==> src/rtl/core/lflm_pkg.sv <==
// ----------------------------------------------------------------------------
// Linked free list manager package
// Shared constants, command codes and the records passed between the units.
// ----------------------------------------------------------------------------
`default_nettype none

package lflm_pkg;

    localparam int NUM_BLOCKS = 1024;
    localparam int IDX_W      = $clog2(NUM_BLOCKS);
    localparam int PTR_W      = IDX_W + 1;
    localparam int LEN_W      = 11;
    localparam int CNT_W      = 11;
    localparam int BLK_W      = 10;
    localparam logic [PTR_W-1:0] NULL_PTR = PTR_W'(NUM_BLOCKS);

    typedef enum logic [1:0] {
        CMD_PUSH       = 2'd0,
        CMD_PUSH_RANGE = 2'd1,
        CMD_POP        = 2'd2,
        CMD_POP_RANGE  = 2'd3
    } t_cmd;

    // One queued operation: single pushes and pops become runs of one block.
    // A run pop ends the detached run with a null link; a single pop does not.
    typedef struct packed {
        logic             is_pop;
        logic             end_null;
        logic [BLK_W-1:0] first;
        logic [BLK_W-1:0] last;
        logic [LEN_W-1:0] len;
    } t_op;

    typedef struct packed {
        logic [BLK_W-1:0] got_first;
        logic [BLK_W-1:0] got_last;
        logic [CNT_W-1:0] free_count;
        logic             list_empty;
        logic             fault;
    } t_result;

endpackage

`default_nettype wire

==> src/rtl/core/lflm_front.sv <==
// ----------------------------------------------------------------------------
// Free list front end
// Accepts command beats, turns them into run operations and queues them.
// ----------------------------------------------------------------------------
`default_nettype none

module lflm_front (
    input  wire logic                         i_clk,
    input  wire logic                         i_rst_n,
    input  wire logic                         i_cmd_valid,
    output logic                              o_cmd_ready,
    input  wire lflm_pkg::t_cmd               i_cmd,
    input  wire logic [lflm_pkg::BLK_W-1:0]   i_first_block,
    input  wire logic [lflm_pkg::BLK_W-1:0]   i_last_block,
    input  wire logic [lflm_pkg::LEN_W-1:0]   i_run_length,
    output logic                              o_op_valid,
    input  wire logic                         i_op_ready,
    output lflm_pkg::t_op                     o_op
);

    lflm_pkg::t_op r_queue [2];
    logic          r_wr_ptr;
    logic          r_rd_ptr;
    logic [1:0]    r_fill;
    lflm_pkg::t_op n_op;
    logic          push_en;
    logic          pop_en;

    always_comb begin
        n_op.is_pop   = 1'b0;
        n_op.end_null = 1'b0;
        n_op.first    = i_first_block;
        n_op.last     = i_last_block;
        n_op.len      = i_run_length;
        case (i_cmd)
            lflm_pkg::CMD_PUSH: begin
                n_op.last = i_first_block;
                n_op.len  = lflm_pkg::LEN_W'(1);
            end
            lflm_pkg::CMD_PUSH_RANGE: begin
            end
            lflm_pkg::CMD_POP: begin
                n_op.is_pop = 1'b1;
                n_op.len    = lflm_pkg::LEN_W'(1);
            end
            lflm_pkg::CMD_POP_RANGE: begin
                n_op.is_pop   = 1'b1;
                n_op.end_null = 1'b1;
            end
            default: begin
            end
        endcase
    end

    assign o_cmd_ready = (r_fill != 2'd2);
    assign o_op_valid  = (r_fill != 2'd0);
    assign o_op        = r_queue[r_rd_ptr];
    assign push_en     = i_cmd_valid && o_cmd_ready;
    assign pop_en      = o_op_valid && i_op_ready;

    always_ff @(posedge i_clk) begin
        if (push_en) begin
            r_queue[r_wr_ptr] <= n_op;
        end
        if (!i_rst_n) begin
            r_wr_ptr <= 1'b0;
            r_rd_ptr <= 1'b0;
            r_fill   <= 2'd0;
        end else begin
            if (push_en) begin
                r_wr_ptr <= ~r_wr_ptr;
            end
            if (pop_en) begin
                r_rd_ptr <= ~r_rd_ptr;
            end
            if (push_en && !pop_en) begin
                r_fill <= r_fill + 2'd1;
            end else if (pop_en && !push_en) begin
                r_fill <= r_fill - 2'd1;
            end
        end
    end

endmodule

`default_nettype wire

==> config.mk <==
export PLATFORM = sky130hd
export DESIGN_NAME = lflm_front
export DESIGN_NICKNAME = d
export VERILOG_FILES = /design/src/rtl/core/lflm_pkg.sv /design/src/rtl/core/lflm_front.sv
export SDC_FILE = /design/constraint.sdc
export NUM_CORES = 1
export LEC_CHECK = 0
export BUFFER_PORTS_ARGS = -buffer_cell sky130_fd_sc_hd__buf_4
export CAP_MARGIN = 5
export CELL_PAD_IN_SITES_DETAIL_PLACEMENT = 1
export CELL_PAD_IN_SITES_GLOBAL_PLACEMENT = 1
export CORE_MARGIN = 2
export CORE_UTILIZATION = 47
export CTS_CLUSTER_SIZE = 25
export DETAILED_ROUTE_END_ITERATION = 8
export GPL_ROUTABILITY_DRIVEN = 0
export PLACE_DENSITY_LB_ADDON = 0.1
export SLEW_MARGIN = 20
export SYNTH_ARGS = -nofsm -noshare
export SYNTH_HDL_FRONTEND = slang
export SYNTH_SLANG_ARGS = --single-unit
==> constraint.sdc <==
create_clock -name i_clk -period 4.1 [get_ports i_clk]
set_clock_uncertainty 0.2 [all_clocks]
set_input_delay 0.615 -clock i_clk [delete_from_list [all_inputs] [get_ports i_clk]]
set_output_delay 0.615 -clock i_clk [all_outputs]
set_load 0.02 [all_outputs]
== Yosys cells after proc, flatten, opt, wreduce, memory -nomap -nowiden ==
Memories as Yosys holds them, arrays and structs flattened. A register that Yosys moved wholly into a read port is not among the register bits.
Index checks and enable logic that the tools add are counted.
Widths: inputs -> output; s select.

* Bits in writable memories: 66
* Flip-flop bits (word level): 4
* Output and inout port bits: 35
* Memories kept: 1
* Input port bits: 37

* Add/subtract/negate cells: 2
* Equal/unequal tests: 3
* Bitwise logic cells: 2
* Multiplexer cells: 10
* Reductions and logical operators: 11

{| class="wikitable"
|+ Memory list
! name !! words !! bits a word !! rd ports !! clocked after Yosys merged registers in !! write ports !! RTL line !! text
|-
| r_queue || 2 || 33 || 1 || 1 || 1 || lflm_front.sv:21 || <nowiki>lflm_pkg::t_op r_queue [2];</nowiki>
|}

{| class="wikitable"
|+ Operators by type and width
! operator !! count
|-
| $mux 11 || 1
|-
| $mux 10 || 1
|-
| $mux 1 || 6
|-
| $eq 2x2->1 const B || 2
|-
| $logic_and 1x1->1 || 4
|-
| $mux 2 || 2
|-
| $reduce_bool 2->1 || 2
|-
| $reduce_or 2->1 || 2
|-
| $add 2x1->2 const B || 1
|-
| $logic_not 1->1 || 2
|-
| $logic_not 2->1 || 1
|-
| $ne 2x2->1 const B || 1
|-
| $not 1->1 || 2
|-
| $sub 2x1->2 const B || 1
|}

== Longest topological paths before layout ==
Gate-level depths: netlist of run 1.

* Depth after elaboration: 6
* Gate-level depth with buffers: 6
* Mapped depth without buffers: 6

== Worst setup path before layout of run 1 ==
No wires, ideal clock.

* Path type: input -> register
* Start: input i_cmd_valid
* End: memory r_queue[1][0] (netlist name) (enable)
* Setup time: 393 ps
* Arrival time: 1471 ps
* Cell stages on the path: 1
* Setup slack: 2036 ps
* Cells stage by stage: and3_1

* Word-level cells in the longest chain between the ends: 3

{| class="wikitable"
|+ RTL lines
! element !! RTL line !! text
|-
| start: declaration || lflm_front.sv:10 || <nowiki>input wire logic i_cmd_valid,</nowiki>
|-
| $logic_and 1x1->1 || lflm_front.sv:58 || <nowiki>assign push_en = i_cmd_valid && o_cmd_ready;</nowiki>
|-
| $mux 1 || lflm_front.sv:62 || <nowiki>if (push_en) begin</nowiki>
|-
| $mux 1 (implied by the code) || lflm_front.sv:63 || <nowiki>r_queue[r_wr_ptr] <= n_op;</nowiki>
|-
| end: declaration || lflm_front.sv:21 ||
|}

Every way passes these cells.

==> impl_metrics.csv, run 1 <==
group,metric,value,unit
cts,worstSkewPairLatency,320,ps
timing,tightestPinTransition,876.4,ps
final_layout,multi_input_comb_area,710.7,sq um
final_layout,final_cell_mix,"buf_4 (73), edfxtp_1 (66), mux2_2 (43)",
logic_synthesis,synthSimpleGateAreaFrac,0.05363,
worst_setup_path,crit_required,3280,ps
worst_setup_path,worst_setup_path_end_kind,"primary output",
logic_synthesis,ys_warn_count,0,
final_layout,nFillCells,546,
pwr,intPower,1.494,mW
final_layout,regArea,2082,sq um
pwr,p_total,2.119,mW
pwr,combPwrFrac,0.320,
cts,cts_tree,"done",
floorplanning,boundaryPins,72,
logic_synthesis,synthAdderAreaFrac,0.004433,
pwr,seqPwrFrac,0.453,
timing,fmax,373.7,MHz
floorplanning,start_util,0.4825,
cts,ctsHoldBuffers,0,
grt,grt-ovfl-total,0,
logic_synthesis,ys_seq_area_frac,0.7376,
floorplanning,die_area,6641,sq um
flow_run,cap_viol_max_count,0,
floorplanning,die_y,81.50,microns
routing,drtIter0Drc,46,
routing,drt-vias-per-instance,5.000,
logic_synthesis,synth_xor_area_frac,0.009309,
timing,hold_viol_final,0,
outcome,run_status,"completed",
pwr,p_sw,0.6249,mW
pwr,ir_drop,340.6,uV
cts,cts_resized,0,
routing,vias,1550,
routing,wl_per_cell,17.59,microns
cts,cts_root_buf,"clkbuf_8",
cts,clock_path_buffers,2,
logic_synthesis,synth_compound_area_frac,0.01241,
grt,grt_max_degree,34,
cts,cts_setup_buffers,0,
worst_setup_path,arrival,1860,ps
floorplanning,core,5851,sq um
logic_synthesis,synth_fp_nets,190,
routing,drcViolationCount,0,
timing,relSlewSlack,0.4151,
timing,period_share,0.6526,
logic_synthesis,synth_top_family_by_area,"multiplexers",
cts,cts.htree.levels,3,
worst_setup_path,start_kind,"flop",
floorplanning,rows,28,
timing,maxSlewViolCount,0,
pwr,power_frac_clock,0.227,
final_layout,mostFrequentLayoutCell,"buf_4",
timing,finalSetupTns,0,ps
timing,final.min_clock_period,2676,ps
logic_synthesis,synthesis.area,2823,sq um
logic_synthesis,syn_inst,152,
routing,wl,5.452,mm
timing,rsz0062_at_grt,"false",
logic_synthesis,syn_avg_cell_area,18.57,sq um
logic_synthesis,yosys_register_bits,71,
placed_design,dpl.hpwl,3.806,mm
pwr,netSwitchingFraction,0.2949,
worst_setup_path,critical_path_class,"flop to primary output",
pwr,power_density,587.1,nW/um^2
grt,grt_pass1_wl,8.217,mm
grt,track_usage,0.1755,
timing,finalSetupViolCount,0,
final_layout,fin_nets,268,
placed_design,port-buffer-count,71,
routing,final_antenna_net_count,0,
pwr,p_leak,1.358,nW
routing,drt-pass1-iter-count,4,
final_layout,antennaDiodeCount,0,
grt,antenna_found_initial,0,
grt,grt_pass1_vias,1731,
hold_path,hp-class,"input pin to flop",
worst_setup_path,crit_fanout,25,
cts,numCtsBuffers,9,
final_layout,drive_above_1_share,0.5660,
final_layout,area_growth,27.88,%
cts,clk_pin_slew,70,ps
logic_synthesis,synth_cell_types,22,
cts,clock_sinks,71,
floorplanning,die_x,81.50,microns
logic_synthesis,synthMuxAreaShare,0.1715,
critical path, cell delays in order (launching register included):
cell and delay, ps:
dfxtp_1 560, buf_4 410, mux2_2 400, buf_4 160
sequential cells by signal (all words and copies together), names as in the netlist, named ones only:
| signal | flops |
|---|---|
| r_fill | 2 |
| r_rd_ptr | 1 |
| r_queue | 66 |
| r_wr_ptr | 1 |
per-stage QoR:
stage          cells  setup slack, ps    util  hold WS, ps  instance area (sq um)
6_report         310             1424  0.6170        280.2                   3610
3_5_place_dp     294             1726  0.5877        355.5                   3438
4_1_cts          310             1361  0.6170        264.3                   3610
5_1_grt          310             1303  0.6170        259.1                   3610
2_1_floorplan    152             2036       -        312.4                   2823
3_3_place_gp     294             1797  0.5877        324.7                   3438
cell usage after synthesis (all sizes together):
cell    count  area, sq um
nand3b      1        7.510
and2       15        93.84
xor2        1        8.760
nand2b      2        20.02
o21ai       2        10.00
or2         1        6.260
a21bo       1        10.01
buf         4        20.02
mux2       43        484.2
edfxtp     66         1982
or3         1        6.260
ha          1        12.51
nor2        1        11.26
xnor2       2        17.52
and3        1        6.260
clkbuf      2        7.510
inv         1        3.750
a21boi      2        15.02
dfxtp       5        100.1
routing by layer:
metal,wire length [microns],share of wire,GRT usage,vias up
met1,2101,0.39,0.1811,758
met2,3007,0.55,0.3230,49
met4,93,0.017,0.08475,0
met3,250,0.046,0.05165,9
met5,0,0,0,-
li1,-,-,-,734
layout make-up:
cell class	count	area share
clock inverter	1	0.001386
clock buffer	15	0.04610
timing repair buffer	73	0.1518
tap	75	0.02600
sequential	71	0.5768
inverter	1	0.001040
multi-input combinational	74	0.1969
final timing paths:
kind | startpoint | to | slack [ps] | depth (start not counted)
min | i_first_block[0] | r_queue[0][21] | 280 | 1
min reg2reg | r_fill[1] | r_fill[1] | 350 | 2
max reg2reg | r_fill[0] | r_queue[0][15] | 1890 | 4
max | flop | o_op[2] | 1420 | 3
logic make-up after synthesis:
logic type | Yosys count
XOR/XNOR | 3
multiplexers | 43
buffers and inverters | 7
adder cells (fa/ha/maj) | 1
AO/OA/AOI/OAI | 5
flip-flops | 71
AND/OR/NAND/NOR | 22
power groups by stage:
stage | registers [mW] | clock network, mW | logic [mW]
2_1_floorplan | 0.951 | 0 | 0.442
3_3_place_gp | 0.966 | 0 | 0.673
3_5_place_dp | 0.978 | 0 | 0.689
4_1_cts | 0.962 | 0.495 | 0.692
5_1_grt | 0.972 | 0.528 | 0.727
6_report | 0.960 | 0.481 | 0.678
(Power assumes the default switching activity.)
==> inputs of run 2 (changes only) <==
--- a/config.mk
+++ b/config.mk
@@ -10,7 +10,7 @@
 export CELL_PAD_IN_SITES_DETAIL_PLACEMENT = 1
 export CELL_PAD_IN_SITES_GLOBAL_PLACEMENT = 1
 export CORE_MARGIN = 2
-export CORE_UTILIZATION = 47
+export CORE_UTILIZATION = 43
 export CTS_CLUSTER_SIZE = 25
 export DETAILED_ROUTE_END_ITERATION = 8
 export GPL_ROUTABILITY_DRIVEN = 0
==> constraint.sdc (replaced) <==
create_clock -name i_clk -period 2.6 [get_ports i_clk]
set_clock_uncertainty 0.2 [all_clocks]
set_input_delay 0.39 -clock i_clk [delete_from_list [all_inputs] [get_ports i_clk]]
set_output_delay 0.39 -clock i_clk [all_outputs]
set_load 0.02 [all_outputs]
==> run 2 against run 1 <==
Net effect: via count rose by 1.4%; global-route usage fell by 1.6 points; core utilization fell by 3.8 points; critical endpoint is now o_op[9]; critical path depth did not move; largest power group unchanged.
==> impl_metrics.csv, run 2 (synthesized netlist as in run 1, its figures left out) <==
group,metric,value,unit
routing,final_antenna_net_count,0,
final_layout,antennaDiodeCount,0,
placed_design,dp_cells,297,
grt,grt_busiest_layer,"met2",
routing,drtIter0Drc,65,
grt,gr-usage-met1,0.1876,
cts,cts_setup_buffers,0,
grt,antenna_found_initial,0,
floorplanning,start_util,0.4445,
placed_design,dp_slack,657.8,ps
cts,cts_tree,"done",
pwr,p_leak,1.383,nW
worst_setup_path,crit_required,2010,ps
cts,numCtsBuffers,9,
cts,worstSkewPairLatency,330,ps
pwr,p_total,3.457,mW
floorplanning,die_x,85.02,microns
worst_setup_path,critical_path_class,"flop to primary output",
timing,finalSetupTns,0,ps
worst_setup_path,arrival,1690,ps
timing,maxSlewViolCount,0,
routing,drt-vias-per-instance,5.019,
pwr,power_density,940.4,nW/um^2
timing,relSlewSlack,0.6888,
worst_setup_path,crit_fanout,18,
routing,drcViolationCount,0,
final_layout,regMostFlops,"r_queue",
timing,period_share,0.8765,
timing,worst_hold_slack,47.98,ps
worst_setup_path,start_kind,"flop",
placed_design,port-buffer-count,71,
cts,cts_resized,0,
final_layout,final_cell_mix,"buf_4 (71), edfxtp_1 (66), mux2_2 (43)",
cts,cts_root_buf,"clkbuf_8",
grt,grt_use_met2,0.2706,
grt,grt_pass1_vias,1724,
flow_run,cap_viol_max_count,0,
routing,wl_per_cell,17.08,microns
floorplanning,boundaryPins,72,
final_layout,drive_above_1_share,0.5847,
cts,clock_sinks,71,
floorplanning,die_area,7228,sq um
grt,grtUsageMet3,0.04377,
cts,cts.htree.levels,3,
cts,clk_pin_slew,80,ps
pwr,intPower,2.426,mW
grt,track_usage,0.1591,
routing,vias,1571,
timing,fmax,438.8,MHz
pwr,combPwrFrac,0.317,
pwr,power_frac_clock,0.242,
timing,tightestPinTransition,466.3,ps
final_layout,mostFrequentLayoutCell,"buf_4",
outcome,run_status,"completed",
pwr,p_sw,1.031,mW
floorplanning,core,6350,sq um
grt,grt_max_degree,25,
pwr,netSwitchingFraction,0.2982,
grt,grt_pass1_wl,8.556,mm
cts,ctsHoldBuffers,0,
grt,grt-ovfl-total,0,
floorplanning,die_y,85.02,microns
timing,final.min_clock_period,2279,ps
worst_setup_path,worst_setup_path_end_kind,"primary output",
final_layout,largest_reg_flops,66,
timing,hold_viol_final,0,
floorplanning,rows,29,
pwr,ir_drop,483.1,uV
final_layout,largest_registers,"r_queue: 66 flops, r_fill: 2 flops",
placed_design,dpl.hpwl,3.700,mm
hold_path,hp-class,"input pin to flop",
final_layout,nFillCells,602,
routing,wl,5.346,mm
final_layout,finalNonFillerCells,313,
final_layout,area_growth,30.23,%
timing,worst_slack,321.0,ps
timing,finalSetupViolCount,0,
timing,rsz0062_at_grt,"false",
final_layout,fin_nets,269,
routing,drt-pass1-iter-count,4,
cts,clock_path_buffers,2,
pwr,seqPwrFrac,0.441,
## run 2: layer usage
metal	wire length [microns]	vias up
met5	0	-
met4	61	0
met3	276	5
met2	2837	50
met1	2171	784
li1	-	732
## run 2: worst paths after layout
check / start / end / slack (ps) / cells after the start
max: flop / o_op[9] / 320 / 3
min: i_first_block[3] / r_queue[1][24] / 50 / 1
max reg2reg: r_fill[0] / r_queue[0][15] / 770 / 4
min reg2reg: r_fill[1] / r_fill[1] / 370 / 2
## run 2: power groups by stage
stage | Combinational [mW] | Sequential, mW | Clock, mW
floorplan | 0.697 | 1.50 | 0
global placement | 1.08 | 1.54 | 0
detailed placement | 1.11 | 1.56 | 0
CTS | 1.11 | 1.53 | 0.859
global route | 1.17 | 1.55 | 0.910
finish | 1.09 | 1.53 | 0.837
## run 2: area by class of cell
type | count | area (sq um) | area share
repair buffers | 74 | 593.1 | 0.1613
inverters | 1 | 3.754 | 0.001021
clock inverters | 6 | 61.31 | 0.01668
multi-input cells | 74 | 710.7 | 0.1933
well taps | 77 | 96.34 | 0.02621
clock buffers | 10 | 127.6 | 0.03472
flip-flops and latches | 71 | 2083 | 0.5667
## run 2: worst max-delay path: stages (launching register included)
cell	delay, ps
dfxtp_2	600
buf_12	220
mux2_2	360
buf_4	160
## run 2: per-stage QoR
step | utilization | area (sq um)
after detailed placement | 0.5492 | 3487
final | 0.5789 | 3676
after global routing | 0.5789 | 3676
after floorplan | - | 2823
after global placement | 0.5492 | 3487
after CTS | 0.5789 | 3676
